==> src/design/huffman_tree_decoder_macros.svh <==
// Assertion macros shared by the Huffman tree decoder RTL.
`ifndef HUFFMAN_TREE_DECODER_MACROS_SVH
`define HUFFMAN_TREE_DECODER_MACROS_SVH

`ifndef SYNTHESIS

// Same-cycle implication check.
`define HTD_ASSERT_IMPLY(lbl, clk, rst, ante, cons, msg) \
   lbl: assert property (@(posedge clk) disable iff (rst) (ante) |-> (cons)) \
      else $error(msg);

// Next-cycle implication check.
`define HTD_ASSERT_NEXT(lbl, clk, rst, ante, cons, msg) \
   lbl: assert property (@(posedge clk) disable iff (rst) (ante) |=> (cons)) \
      else $error(msg);

`else

`define HTD_ASSERT_IMPLY(lbl, clk, rst, ante, cons, msg)
`define HTD_ASSERT_NEXT(lbl, clk, rst, ante, cons, msg)

`endif

`endif

==> src/design/htd_pkg.sv <==
// Types, constants and codes shared by the Huffman tree decoder.
package htd_pkg;

   // Default sizes of the node table and the code formats.
   localparam int NODE_COUNT_DEF    = 512;
   localparam int MAX_CODE_LEN_DEF  = 16;
   localparam int BITS_PER_BYTE_DEF = 7;

   // Fixed field widths of the channels.
   localparam int SYM_W      = 8;
   localparam int CODE_IN_W  = 16;
   localparam int LEN_IN_W   = 5;
   localparam int PACK_IN_W  = 7;
   localparam int STATUS_W   = 2;

   // Packed decode bits are held in a byte-wide register.
   localparam int PACK_REG_W = 8;
   localparam int PACK_IDX_W = 3;

   // Symbol value that marks an internal node.
   localparam logic [SYM_W-1:0] INTERNAL_MARK = 8'd36;

   // Request kinds.
   localparam logic REQ_INSERT = 1'b0;
   localparam logic REQ_DECODE = 1'b1;

   // Result status codes.
   localparam logic [STATUS_W-1:0] ST_SYMBOL   = 2'd0;
   localparam logic [STATUS_W-1:0] ST_INS_DONE = 2'd1;
   localparam logic [STATUS_W-1:0] ST_FULL     = 2'd2;
   localparam logic [STATUS_W-1:0] ST_NO_CHILD = 2'd3;

   // Sequencer states.
   typedef enum logic [2:0] {
      S_IDLE,
      S_INS_STEP,
      S_INS_ALLOC,
      S_INS_READ,
      S_DEC_BIT,
      S_DEC_FLUSH
   } state_type;

   // Node table access controls driven by the sequencer.
   typedef struct packed {
      logic rd_en;
      logic wr_left;
      logic wr_right;
   } tbl_ctl_type;

endpackage

==> src/design/htd_ifaces.sv <==
// Request and response channel interfaces of the Huffman tree decoder.
interface htd_req_if import htd_pkg::*; ();
   logic                 valid;
   logic                 ready;
   logic                 req_type;
   logic [SYM_W-1:0]     symbol;
   logic [CODE_IN_W-1:0] code_bits;
   logic [LEN_IN_W-1:0]  code_length;
   logic [PACK_IN_W-1:0] packed_bits;

   modport source (output valid, req_type, symbol, code_bits, code_length, packed_bits,
                   input ready);
   modport sink   (input valid, req_type, symbol, code_bits, code_length, packed_bits,
                   output ready);
endinterface

interface htd_rsp_if import htd_pkg::*; ();
   logic                valid;
   logic                ready;
   logic [SYM_W-1:0]    out_symbol;
   logic [STATUS_W-1:0] status;
   logic                last;

   modport source (output valid, out_symbol, status, last, input ready);
   modport sink   (input valid, out_symbol, status, last, output ready);
endinterface

==> src/design/htd_walk_ctrl.sv <==
// Sequencer that walks the node table for code inserts and bit decodes.
module htd_walk_ctrl
   import htd_pkg::*;
#(
   parameter int NODE_COUNT    = NODE_COUNT_DEF,
   parameter int MAX_CODE_LEN  = MAX_CODE_LEN_DEF,
   parameter int BITS_PER_BYTE = BITS_PER_BYTE_DEF
) (
   input  logic                                  clock,
   input  logic                                  reset,
   htd_req_if.sink                               req_ch,
   htd_rsp_if.source                             rsp_ch,
   output tbl_ctl_type                           tbl_ctl,
   output logic [$clog2(NODE_COUNT)-1:0]         tbl_addr,
   output logic [$clog2(NODE_COUNT)+SYM_W-1:0]   tbl_wdata_left,
   output logic [$clog2(NODE_COUNT)+SYM_W-1:0]   tbl_wdata_right,
   input  logic [$clog2(NODE_COUNT)+SYM_W-1:0]   tbl_rd_left,
   input  logic [$clog2(NODE_COUNT)+SYM_W-1:0]   tbl_rd_right
);

   localparam int NODE_W     = $clog2(NODE_COUNT);
   localparam int ENT_W      = NODE_W + SYM_W;
   localparam int CNT_W      = $clog2(NODE_COUNT + 1);
   localparam int LEN_W      = $clog2(MAX_CODE_LEN + 1);
   localparam int CODE_REG_W = (MAX_CODE_LEN > CODE_IN_W) ? MAX_CODE_LEN : CODE_IN_W;
   localparam int CIDX_W     = $clog2(CODE_REG_W);

   state_type             state_ff, state_in;
   logic [CNT_W-1:0]      nodes_ff, nodes_in;
   logic [NODE_W-1:0]     walk_ff, walk_in;
   logic [NODE_W-1:0]     node_ff, node_in;
   logic [NODE_W-1:0]     parent_ff, parent_in;
   logic                  side_ff, side_in;
   logic [LEN_W-1:0]      len_ff, len_in;
   logic [CODE_REG_W-1:0] code_ff, code_in;
   logic [SYM_W-1:0]      symbol_ff, symbol_in;
   logic [PACK_REG_W-1:0] pk_ff, pk_in;
   logic [PACK_IDX_W-1:0] bidx_ff, bidx_in;
   logic                  pend_valid_ff, pend_valid_in;
   logic [SYM_W-1:0]      pend_sym_ff, pend_sym_in;
   logic [STATUS_W-1:0]   pend_status_ff, pend_status_in;
   logic                  rsp_valid_ff, rsp_valid_in;
   logic [SYM_W-1:0]      rsp_sym_ff, rsp_sym_in;
   logic [STATUS_W-1:0]   rsp_status_ff, rsp_status_in;
   logic                  rsp_last_ff, rsp_last_in;

   logic                  out_free;
   logic                  push;
   logic [SYM_W-1:0]      push_sym;
   logic [STATUS_W-1:0]   push_status;
   logic                  push_last;
   logic                  req_ready;

   logic [LEN_W-1:0]      len_clamp;
   logic [LEN_W-1:0]      len_m1;
   logic [CIDX_W-1:0]     code_idx;
   logic                  ins_bit;
   logic [ENT_W-1:0]      ins_slot;
   logic [NODE_W-1:0]     ins_ptr;
   logic                  table_full;
   logic [NODE_W-1:0]     new_node;

   logic                  dec_bit;
   logic [ENT_W-1:0]      dec_ent;
   logic [NODE_W-1:0]     dec_ptr;
   logic [SYM_W-1:0]      dec_csym;
   logic                  dec_hit;
   logic [SYM_W-1:0]      dec_sym;
   logic [STATUS_W-1:0]   dec_status;
   logic [NODE_W-1:0]     dec_next;
   logic                  dec_stall;

   // Insert step: pick the slot for the current code bit.
   assign len_clamp  = (int'(req_ch.code_length) > MAX_CODE_LEN) ?
                       LEN_W'(MAX_CODE_LEN) : LEN_W'(req_ch.code_length);
   assign len_m1     = len_ff - LEN_W'(1);
   assign code_idx   = CIDX_W'(len_m1);
   assign ins_bit    = code_ff[code_idx];
   assign ins_slot   = ins_bit ? tbl_rd_right : tbl_rd_left;
   assign ins_ptr    = ins_slot[ENT_W-1:SYM_W];
   assign table_full = (nodes_ff == CNT_W'(NODE_COUNT));
   assign new_node   = NODE_W'(nodes_ff);

   // Decode step: follow one child and see whether it ends a code.
   assign dec_bit    = pk_ff[bidx_ff];
   assign dec_ent    = dec_bit ? tbl_rd_right : tbl_rd_left;
   assign dec_ptr    = dec_ent[ENT_W-1:SYM_W];
   assign dec_csym   = dec_ent[SYM_W-1:0];
   assign dec_hit    = (dec_ptr == '0) || (dec_csym != INTERNAL_MARK);
   assign dec_status = (dec_ptr == '0) ? ST_NO_CHILD : ST_SYMBOL;
   assign dec_sym    = (dec_ptr == '0) ? '0 : dec_csym;
   assign dec_next   = dec_hit ? '0 : dec_ptr;

   // The result register can take a new transfer this cycle.
   assign out_free   = !rsp_valid_ff || rsp_ch.ready;
   assign dec_stall  = dec_hit && pend_valid_ff && !out_free;

   // Next state, table accesses and result pushes.
   always_comb begin
      state_in        = state_ff;
      nodes_in        = nodes_ff;
      walk_in         = walk_ff;
      node_in         = node_ff;
      parent_in       = parent_ff;
      side_in         = side_ff;
      len_in          = len_ff;
      code_in         = code_ff;
      symbol_in       = symbol_ff;
      pk_in           = pk_ff;
      bidx_in         = bidx_ff;
      pend_valid_in   = pend_valid_ff;
      pend_sym_in     = pend_sym_ff;
      pend_status_in  = pend_status_ff;
      tbl_ctl         = '0;
      tbl_addr        = '0;
      tbl_wdata_left  = '0;
      tbl_wdata_right = '0;
      push            = 1'b0;
      push_sym        = '0;
      push_status     = ST_SYMBOL;
      push_last       = 1'b0;
      req_ready       = 1'b0;

      unique case (state_ff)
         S_IDLE: begin
            req_ready = 1'b1;
            if (req_ch.valid) begin
               tbl_ctl.rd_en = 1'b1;
               if (req_ch.req_type == REQ_INSERT) begin
                  tbl_addr  = '0;
                  node_in   = '0;
                  len_in    = len_clamp;
                  code_in   = CODE_REG_W'(req_ch.code_bits);
                  symbol_in = req_ch.symbol;
                  state_in  = S_INS_STEP;
               end else begin
                  tbl_addr = walk_ff;
                  pk_in    = PACK_REG_W'(req_ch.packed_bits);
                  bidx_in  = PACK_IDX_W'(BITS_PER_BYTE - 1);
                  state_in = S_DEC_BIT;
               end
            end
         end

         S_INS_STEP: begin
            priority if (len_ff == '0) begin
               // End of code: store the symbol in the parent's slot copy.
               if (out_free) begin
                  if (node_ff != '0) begin
                     tbl_addr = parent_ff;
                     if (side_ff) begin
                        tbl_ctl.wr_right = 1'b1;
                        tbl_wdata_right  = {node_ff, symbol_ff};
                     end else begin
                        tbl_ctl.wr_left = 1'b1;
                        tbl_wdata_left  = {node_ff, symbol_ff};
                     end
                  end
                  push        = 1'b1;
                  push_status = ST_INS_DONE;
                  push_last   = 1'b1;
                  state_in    = S_IDLE;
               end
            end else if (ins_ptr != '0) begin
               // Child exists: read it and go one level down.
               tbl_ctl.rd_en = 1'b1;
               tbl_addr      = ins_ptr;
               parent_in     = node_ff;
               side_in       = ins_bit;
               node_in       = ins_ptr;
               len_in        = len_m1;
            end else if (table_full) begin
               if (out_free) begin
                  push        = 1'b1;
                  push_status = ST_FULL;
                  push_last   = 1'b1;
                  state_in    = S_IDLE;
               end
            end else begin
               // Link a fresh internal node into the parent's slot.
               tbl_addr = node_ff;
               if (ins_bit) begin
                  tbl_ctl.wr_right = 1'b1;
                  tbl_wdata_right  = {new_node, INTERNAL_MARK};
               end else begin
                  tbl_ctl.wr_left = 1'b1;
                  tbl_wdata_left  = {new_node, INTERNAL_MARK};
               end
               parent_in = node_ff;
               side_in   = ins_bit;
               node_in   = new_node;
               len_in    = len_m1;
               nodes_in  = nodes_ff + CNT_W'(1);
               state_in  = S_INS_ALLOC;
            end
         end

         S_INS_ALLOC: begin
            // A new node starts with no children.
            tbl_ctl.wr_left  = 1'b1;
            tbl_ctl.wr_right = 1'b1;
            tbl_addr         = node_ff;
            state_in         = S_INS_READ;
         end

         S_INS_READ: begin
            tbl_ctl.rd_en = 1'b1;
            tbl_addr      = node_ff;
            state_in      = S_INS_STEP;
         end

         S_DEC_BIT: begin
            if (!dec_stall) begin
               tbl_ctl.rd_en = 1'b1;
               tbl_addr      = dec_next;
               walk_in       = dec_next;
               if (dec_hit) begin
                  // Hold each result until the next one shows it is not the last.
                  if (pend_valid_ff) begin
                     push        = 1'b1;
                     push_sym    = pend_sym_ff;
                     push_status = pend_status_ff;
                  end
                  pend_valid_in  = 1'b1;
                  pend_sym_in    = dec_sym;
                  pend_status_in = dec_status;
               end
               if (bidx_ff == '0) begin
                  state_in = S_DEC_FLUSH;
               end else begin
                  bidx_in = bidx_ff - PACK_IDX_W'(1);
               end
            end
         end

         S_DEC_FLUSH: begin
            if (!pend_valid_ff) begin
               state_in = S_IDLE;
            end else if (out_free) begin
               push          = 1'b1;
               push_sym      = pend_sym_ff;
               push_status   = pend_status_ff;
               push_last     = 1'b1;
               pend_valid_in = 1'b0;
               state_in      = S_IDLE;
            end
         end

         default: begin
            state_in = S_IDLE;
         end
      endcase
   end

   // Result register: loads on a push, empties on a transfer.
   always_comb begin
      rsp_valid_in  = rsp_valid_ff;
      rsp_sym_in    = rsp_sym_ff;
      rsp_status_in = rsp_status_ff;
      rsp_last_in   = rsp_last_ff;
      if (push) begin
         rsp_valid_in  = 1'b1;
         rsp_sym_in    = push_sym;
         rsp_status_in = push_status;
         rsp_last_in   = push_last;
      end else if (rsp_ch.ready) begin
         rsp_valid_in = 1'b0;
      end
   end

   // State register.
   always_ff @(posedge clock) begin
      if (reset) begin
         state_ff <= S_IDLE;
      end else begin
         state_ff <= state_in;
      end
   end

   // Control registers.
   always_ff @(posedge clock) begin
      if (reset) begin
         nodes_ff      <= CNT_W'(1);
         walk_ff       <= '0;
         pend_valid_ff <= 1'b0;
         rsp_valid_ff  <= 1'b0;
      end else begin
         nodes_ff      <= nodes_in;
         walk_ff       <= walk_in;
         pend_valid_ff <= pend_valid_in;
         rsp_valid_ff  <= rsp_valid_in;
      end
   end

   // Payload registers.
   always_ff @(posedge clock) begin
      node_ff        <= node_in;
      parent_ff      <= parent_in;
      side_ff        <= side_in;
      len_ff         <= len_in;
      code_ff        <= code_in;
      symbol_ff      <= symbol_in;
      pk_ff          <= pk_in;
      bidx_ff        <= bidx_in;
      pend_sym_ff    <= pend_sym_in;
      pend_status_ff <= pend_status_in;
      rsp_sym_ff     <= rsp_sym_in;
      rsp_status_ff  <= rsp_status_in;
      rsp_last_ff    <= rsp_last_in;
   end

   assign req_ch.ready      = req_ready;
   assign rsp_ch.valid      = rsp_valid_ff;
   assign rsp_ch.out_symbol = rsp_sym_ff;
   assign rsp_ch.status     = rsp_status_ff;
   assign rsp_ch.last       = rsp_last_ff;

endmodule
==> src/flat_wrapper.sv <==
// flat-port wrapper written by rule: the top's interface ports become plain ports
module htd_walk_ctrl_flat import htd_pkg::*;
#(
   parameter int NODE_COUNT    = NODE_COUNT_DEF,
   parameter int MAX_CODE_LEN  = MAX_CODE_LEN_DEF,
   parameter int BITS_PER_BYTE = BITS_PER_BYTE_DEF
)
  (clock, reset, tbl_ctl, tbl_addr, tbl_wdata_left, tbl_wdata_right, tbl_rd_left, tbl_rd_right, req_ch_valid, req_ch_req_type, req_ch_symbol, req_ch_code_bits, req_ch_code_length, req_ch_packed_bits, req_ch_ready, rsp_ch_valid, rsp_ch_out_symbol, rsp_ch_status, rsp_ch_last, rsp_ch_ready);
  htd_req_if req_ch_i ();
  htd_rsp_if rsp_ch_i ();
  input  logic clock;
  input  logic reset;
  output tbl_ctl_type tbl_ctl;
  output logic [$clog2(NODE_COUNT)-1:0] tbl_addr;
  output logic [$clog2(NODE_COUNT)+SYM_W-1:0] tbl_wdata_left;
  output logic [$clog2(NODE_COUNT)+SYM_W-1:0] tbl_wdata_right;
  input  logic [$clog2(NODE_COUNT)+SYM_W-1:0] tbl_rd_left;
  input  logic [$clog2(NODE_COUNT)+SYM_W-1:0] tbl_rd_right;
  input wire logic [$bits(req_ch_i.valid)-1:0] req_ch_valid;
  input wire logic [$bits(req_ch_i.req_type)-1:0] req_ch_req_type;
  input wire logic [$bits(req_ch_i.symbol)-1:0] req_ch_symbol;
  input wire logic [$bits(req_ch_i.code_bits)-1:0] req_ch_code_bits;
  input wire logic [$bits(req_ch_i.code_length)-1:0] req_ch_code_length;
  input wire logic [$bits(req_ch_i.packed_bits)-1:0] req_ch_packed_bits;
  output wire logic [$bits(req_ch_i.ready)-1:0] req_ch_ready;
  output wire logic [$bits(rsp_ch_i.valid)-1:0] rsp_ch_valid;
  output wire logic [$bits(rsp_ch_i.out_symbol)-1:0] rsp_ch_out_symbol;
  output wire logic [$bits(rsp_ch_i.status)-1:0] rsp_ch_status;
  output wire logic [$bits(rsp_ch_i.last)-1:0] rsp_ch_last;
  input wire logic [$bits(rsp_ch_i.ready)-1:0] rsp_ch_ready;
  assign req_ch_i.valid = req_ch_valid;
  assign req_ch_i.req_type = req_ch_req_type;
  assign req_ch_i.symbol = req_ch_symbol;
  assign req_ch_i.code_bits = req_ch_code_bits;
  assign req_ch_i.code_length = req_ch_code_length;
  assign req_ch_i.packed_bits = req_ch_packed_bits;
  assign req_ch_ready = req_ch_i.ready;
  assign rsp_ch_valid = rsp_ch_i.valid;
  assign rsp_ch_out_symbol = rsp_ch_i.out_symbol;
  assign rsp_ch_status = rsp_ch_i.status;
  assign rsp_ch_last = rsp_ch_i.last;
  assign rsp_ch_i.ready = rsp_ch_ready;
  htd_walk_ctrl #(.NODE_COUNT(NODE_COUNT), .MAX_CODE_LEN(MAX_CODE_LEN), .BITS_PER_BYTE(BITS_PER_BYTE)) u_core (.clock(clock), .reset(reset), .req_ch(req_ch_i), .rsp_ch(rsp_ch_i), .tbl_ctl(tbl_ctl), .tbl_addr(tbl_addr), .tbl_wdata_left(tbl_wdata_left), .tbl_wdata_right(tbl_wdata_right), .tbl_rd_left(tbl_rd_left), .tbl_rd_right(tbl_rd_right));
endmodule
==> config.mk <==
export PLATFORM = sky130hd
export DESIGN_NAME = htd_walk_ctrl_flat
export DESIGN_NICKNAME = d
export VERILOG_FILES = /design/src/design/huffman_tree_decoder_macros.svh /design/src/design/htd_pkg.sv /design/src/design/htd_ifaces.sv /design/src/design/htd_walk_ctrl.sv /design/src/flat_wrapper.sv
export SDC_FILE = /design/constraint.sdc
export NUM_CORES = 1
export LEC_CHECK = 0
export ABC_AREA = 1
export BUFFER_PORTS_ARGS = -buffer_cell sky130_fd_sc_hd__buf_2
export CAP_MARGIN = 20
export CORE_ASPECT_RATIO = 1.5
export CORE_MARGIN = 3
export CORE_UTILIZATION = 55
export DETAILED_ROUTE_END_ITERATION = 16
export PLACE_DENSITY = 0.81
export SLEW_MARGIN = 20
export SYNTH_ARGS = -nofsm -noshare
export SYNTH_HDL_FRONTEND = slang
export SYNTH_SLANG_ARGS = --single-unit
export TNS_END_PERCENT = 100
==> constraint.sdc <==
create_clock -name clock -period 3.6 [get_ports clock]
set_input_delay 0.18 -clock clock [delete_from_list [all_inputs] [get_ports clock]]
set_output_delay 0.18 -clock clock [all_outputs]
set_load 0.05 [all_outputs]
# Yosys cells after proc, flatten, opt, wreduce, memory -nomap -nowiden
# Cells that the tools add are included.
[word_totals]
reg_bits = 103
out_inout_bits = 59
wordCells = 189
[op_classes]
addsub = 3
order_cmp = 3
n_eq_ne = 18
n_mux = 115
bitwise_logic = 5
reduce_logical = 27
[ops]
columns = ["op", "count"]
rows = [
  ["17-bit two-way mux", 18],
  ["9-bit two-way mux", 16],
  ["8-bit two-way mux", 5],
  ["3-bit two-way mux", 13],
  ["9-bit one-hot mux with 4 select lines", 1],
  ["2-bit two-way mux", 15],
  ["5-bit two-way mux", 6],
  ["1-bit two-way mux", 28],
  ["3-bit one-hot mux with 6 select lines", 1],
  ["9-bit one-hot mux with 2 select lines", 1],
  ["9-bit nonzero test", 2],
  ["8-bit one-hot mux with 2 select lines", 1],
  ["3-bit AND reduction", 5],
  ["2-bit inequality test, second input constant", 7],
  ["10-bit by 1-bit adder with 10-bit output, second input constant", 1],
  ["10-bit equality test, second input constant", 1],
  ["5-bit one-hot mux with 2 select lines", 1],
  ["5-bit AND reduction", 2],
  ["9-bit zero test", 1],
  ["8-bit by 6-bit inequality test with 1-bit output, second input constant", 1],
  ["4-bit AND reduction", 2],
  ["2-bit nonzero test", 4],
  ["3-bit by 2-bit equality test with 1-bit output, second input constant", 2],
  ["3-bit equality test, second input constant", 2],
  ["other kinds (25)", 35],
]

# Depth between registers and ports, before layout
[depth]
ltp_word = 10
depth_mapped = 22
ltp_nobuf = 18

# Worst setup path before layout
# No wires, ideal clock.
[synth_timing]
path_kind = "reg-to-output"
from = "register u_core.len_ff[0]"
to = "output port tbl_wdata_left[2]"
t_arrival_ps = 3072
setup_slack_ps = 348
path_stages_with_launch = 19
n_path_buf = 3
cell_sequence = "edfxtp_1 -> buf_6 -> inv_4 -> buf_6 -> ha_1 -> inv_1 -> nand3_1 -> nand3_1 -> nand3_2 -> nand2_4 -> buf_6 -> nand2_1 -> nand2_1 -> nand2_1 -> nor2_4 -> nand4_4 -> nor2_4 -> nand2_2 -> a21oi_1"
[synth_via]
elab_chain_cells = 8
[synth_rtl]
columns = ["item", "line", "rtl"]
rows = [
  ["start, declared", "htd_walk_ctrl.sv:34", "logic [LEN_W-1:0] len_ff, len_in;"],
  ["start signal, assigned", "htd_walk_ctrl.sv:300", "len_ff <= len_in;"],
  ["5-bit by 1-bit subtractor with 5-bit output", "htd_walk_ctrl.sv:76", "assign len_m1 = len_ff - LEN_W'(1);"],
  ["1-bit binary-select mux with 4-bit select", "htd_walk_ctrl.sv:78", "assign ins_bit = code_ff[code_idx];"],
  ["1-bit two-way mux (not written as such)", "htd_walk_ctrl.sv:78", ""],
  ["17-bit two-way mux, on equally long branches", "htd_walk_ctrl.sv:79, htd_walk_ctrl.sv:182", ""],
  ["9-bit nonzero test / 17-bit two-way mux (equally long branches)", "htd_walk_ctrl.sv:164, htd_walk_ctrl.sv:172", ""],
  ["17-bit two-way mux", "htd_walk_ctrl.sv:164", "end else if (ins_ptr != '0) begin"],
  ["17-bit two-way mux (*)", "htd_walk_ctrl.sv:146", "priority if (len_ff == '0) begin"],
  ["17-bit two-way mux (*)", "htd_walk_ctrl.sv:124", "unique case (state_ff)"],
  ["end, declared", "flat_wrapper.sv:15", "output logic [$clog2(NODE_COUNT)+SYM_W-1:0] tbl_wdata_left;"],
]
# Mark *: on every way between the ends. The rest lies on a longest branch, timed or not. The select of a mux whose other input is x is not followed.

# Worst setup path in the final report
[layout_timing]
from = "register u_core.len_ff[0]"
to = "output port tbl_addr[2]"
[layout_via]
elab_chain_cells = 8
[layout_rtl]
columns = ["item", "line", "rtl"]
rows = [
  ["5-bit by 1-bit subtractor with 5-bit output", "htd_walk_ctrl.sv:76", ""],
  ["1-bit binary-select mux with 4-bit select", "htd_walk_ctrl.sv:78", ""],
  ["1-bit two-way mux (not written as such)", "htd_walk_ctrl.sv:78", ""],
  ["17-bit two-way mux", "htd_walk_ctrl.sv:79", "assign ins_slot = ins_bit ? tbl_rd_right : tbl_rd_left;"],
  ["9-bit nonzero test", "htd_walk_ctrl.sv:164", ""],
  ["9-bit two-way mux", "htd_walk_ctrl.sv:164", ""],
  ["9-bit two-way mux (*)", "htd_walk_ctrl.sv:146", ""],
  ["9-bit one-hot mux with 4 select lines (*)", "htd_walk_ctrl.sv:124", ""],
  ["end, declared", "flat_wrapper.sv:14", "output logic [$clog2(NODE_COUNT)-1:0] tbl_addr;"],
]
# Marks and branches as above.

==> metrics <==
IO Port Bufs=133; CP delay by family, top=simple AND/OR/NAND/NOR gates; CP Buf/Inv Count=5; filler cell count=885; crit-path max FO=12; Synth Area per Inst=7.78 µm²; M3 GR Usage=0.0375; Syn Nets=839; M2 GR Usage=0.500; Root Driver=clkbuf_16; top-count cell post-synth=nand2_1; DRT Wirelength=17100 µm; Crit. End Element=output port; CTS buffer count=9; Clock Latency Late Sink=0.35 ns; Slew HR=0.557; Synth top cells by count=nand2_1 (205), inv_1 (102), nand3_1 (89); Final ANT Viol Nets=0; Initial DRT Pass Iterations=7; Vias/cell=5.50; worst slew pin tran=0.662 ns; Most Used Layer, Global Route=met2; final net count=995; FF/Latch Area=2820 µm²; Avg WL per Cell=16.1 µm; final number of setup-violating endpoints=0; worst endpoint required time=3.42 ns; critical path's slowest cell=edfxtp_1; met1 usage=0.304; crit start category=flop; IO Pins=134; post-synth top area share=0.397; Seq cells post-synth=102; Yosys top cell by area=edfxtp_1; cell area after synthesis=5900 µm²; Final GP Congestion=0.970; area occupied by multi-input gates=2590 µm²; Setup CP Type=flop to output port; post-layout min period=3.43 ns; H-Tree Depth=3; antenna diode instance count=0; DR DRC count=0; layout cells sized above 1=0.232; count of final hold-check violations=0; Clock Path Buffers=2; HPWL Detailed=12800 µm; maximum VDD drop=0.518 mV; worst clock skew=0.00706 ns; first-pass GRT wire length=27000 µm; max frequency=291 MHz; leading post-synthesis cells by cell area=edfxtp_1 (40%), nand2_1 (13%), dfxtp_1 (8.1%); fin crit share=0.953; Vias=5836; distinct cell type count after synthesis=42; Reg clk slew, reported paths=0.07 ns; clk sinks=102; status=finished, final reports clean; die width=90.6 µm; Slew Limit Fails=0; Power per Cell Area=769 nW/µm²; Die Area=12000 µm²; core box area=10300 µm²; warnings from Yosys=0; register area share after synthesis=0.478; Initial Util=0.573; # rows=45; delay of the slowest critical-path stage=0.43 ns; crit-path cells=inv_4 > ha_2 > inv_1 > nand2_1 > nand2_1 > inv_1 > nand3_1 > nand3_4 > nand2_2 > nand2_1 > o21ai_1 > nor2_2 > nand4_4 > buf_4 > nor2_1 > o21ai_0 > nand2_1 > buf_2; die height=133 µm; initial antenna violation count=0; CTS tree=built; asr flop ratio synth=0; Iteration-0 DRC Markers=493; worst setup margin=0.168 ns; Worst Hold Class=primary input to flop; max cap viols=0; CP arrival=3.25 ns; Overall Power=5.60 mW; leakage=3.46 nW; area delta synth->final=23.3%; largest net degree at the start of global routing=25; Post-synth EDFFs=78; number of global-route vias before repair=5847; Main synth FF type=edfxtp_1; CP most frequent cell=nand2_1; Cells after Synth=759; dpl ws=0.235 ns; GR Overflow Total=0; gr usage total=0.280
layout by cell type, fill, tap and decap left out, types with 4 or more instances in the layout:
cell type      count
a21oi_1           37
buf_2            114
buf_4             43
clkbuf_16         10
dfxtp_1           24
dlygate4sd3_1      6
edfxtp_1          78
ha_1               4
inv_1            101
nand2_1          204
nand2_2            4
nand3_1           88
nand3_2            5
nand4_1           16
nor2_1            76
nor2_4             4
nor3_1            11
nor4_1             6
o21ai_0           23
o21ai_1            9
o21ai_2            7
xor2_1             6
logic make-up after synthesis:
group                      after synthesis  share of synthesized area
xor gates and xnor gates                 7                     0.0104
adders and majority gates                5                     0.0106
AOI/OAI and AO/OA                       88                     0.0846
DFF                                    102                      0.478
and+or+nand+nor                        426                      0.324
buffers and inverters                  131                     0.0922
metrics by stage:
| step | TNS (ns) | util | cells | area (µm²) | hold slack (ns) |
|---|---|---|---|---|---|
| 2_1_floorplan | 0 | - | 759 | 5900 | 0.279 |
| 3_3_place_gp | 0 | 0.656 | 1029 | 6760 | 0.357 |
| 3_5_place_dp | 0 | 0.656 | 1029 | 6760 | 0.358 |
| 4_1_cts | 0 | 0.696 | 1053 | 7170 | 0.00000600 |
| 5_1_grt | -0.0246 | 0.706 | 1061 | 7280 | 0.00301 |
| 6_report | 0 | 0.706 | 1061 | 7280 | 0.00427 |
report_power, final:
group          switching, mW  leakage [nW]  total [mW]  internal, mW
Sequential             0.172         0.919        1.81          1.64
Clock                  0.418         0.151       0.999         0.581
Combinational           2.01          2.39        2.79         0.782
what timing repair did:
action | in CTS | in global routing
setup buffers | 3 | 5
gates resized for setup | 14 | 16
endpoints found under the setup margin | 24 | 34
hold buffers | 5 | 1
pin swaps | 1 | 3
gates cloned | 0 | 2
endpoints found under the hold margin | 5 | 1
flip-flops by register name, indices dropped and copies added, names as in the netlist, 3 cells and up:
register and cells:
u_core.rsp_ch.out_symbol 8, u_core.walk_ff 9, u_core.symbol_ff 8, u_core.pend_sym_ff 8, u_core.nodes_ff 10, u_core.len_ff 5, u_core.node_ff 9, u_core.parent_ff 9
u_core.state_ff 3, u_core.pk_ff 7, u_core.code_ff 16, u_core.bidx_ff 3
path summary, 6_finish.rpt:
kind / from / endpoint / slack [ns] / cells after the start
hold reg to reg: u_core.walk_ff[3] / u_core.walk_ff[3] / 0.47 / 2
setup reg to reg: u_core.len_ff[0] / u_core.rsp_ch.out_symbol[4] / 0.52 / 17
setup / recovery: u_core.len_ff[0] / tbl_addr[2] / 0.17 / 18
hold / removal: req_ch_code_bits[12] / u_core.code_ff[12] / 0.004 / 1
layout make-up:
cell class | count | share of cell area
Sequential cell | 102 | 0.388
Tap cell | 141 | 0.0242
Multi-Input combinational cell | 528 | 0.355
Clock inverter | 5 | 0.00773
Inverter | 108 | 0.0560
Timing Repair Buffer | 166 | 0.134
Clock buffer | 11 | 0.0349
layer usage:
| metal | routed length [µm] | share of wire | up-vias |
|---|---|---|---|
| met5 | 0 | 0 | - |
| met4 | 1040 | 0.061 | 0 |
| met3 | 1250 | 0.073 | 89 |
| met2 | 8740 | 0.51 | 306 |
| met1 | 6050 | 0.35 | 2620 |
| li1 | - | - | 2821 |
Power figures use the tool's default switching activity.
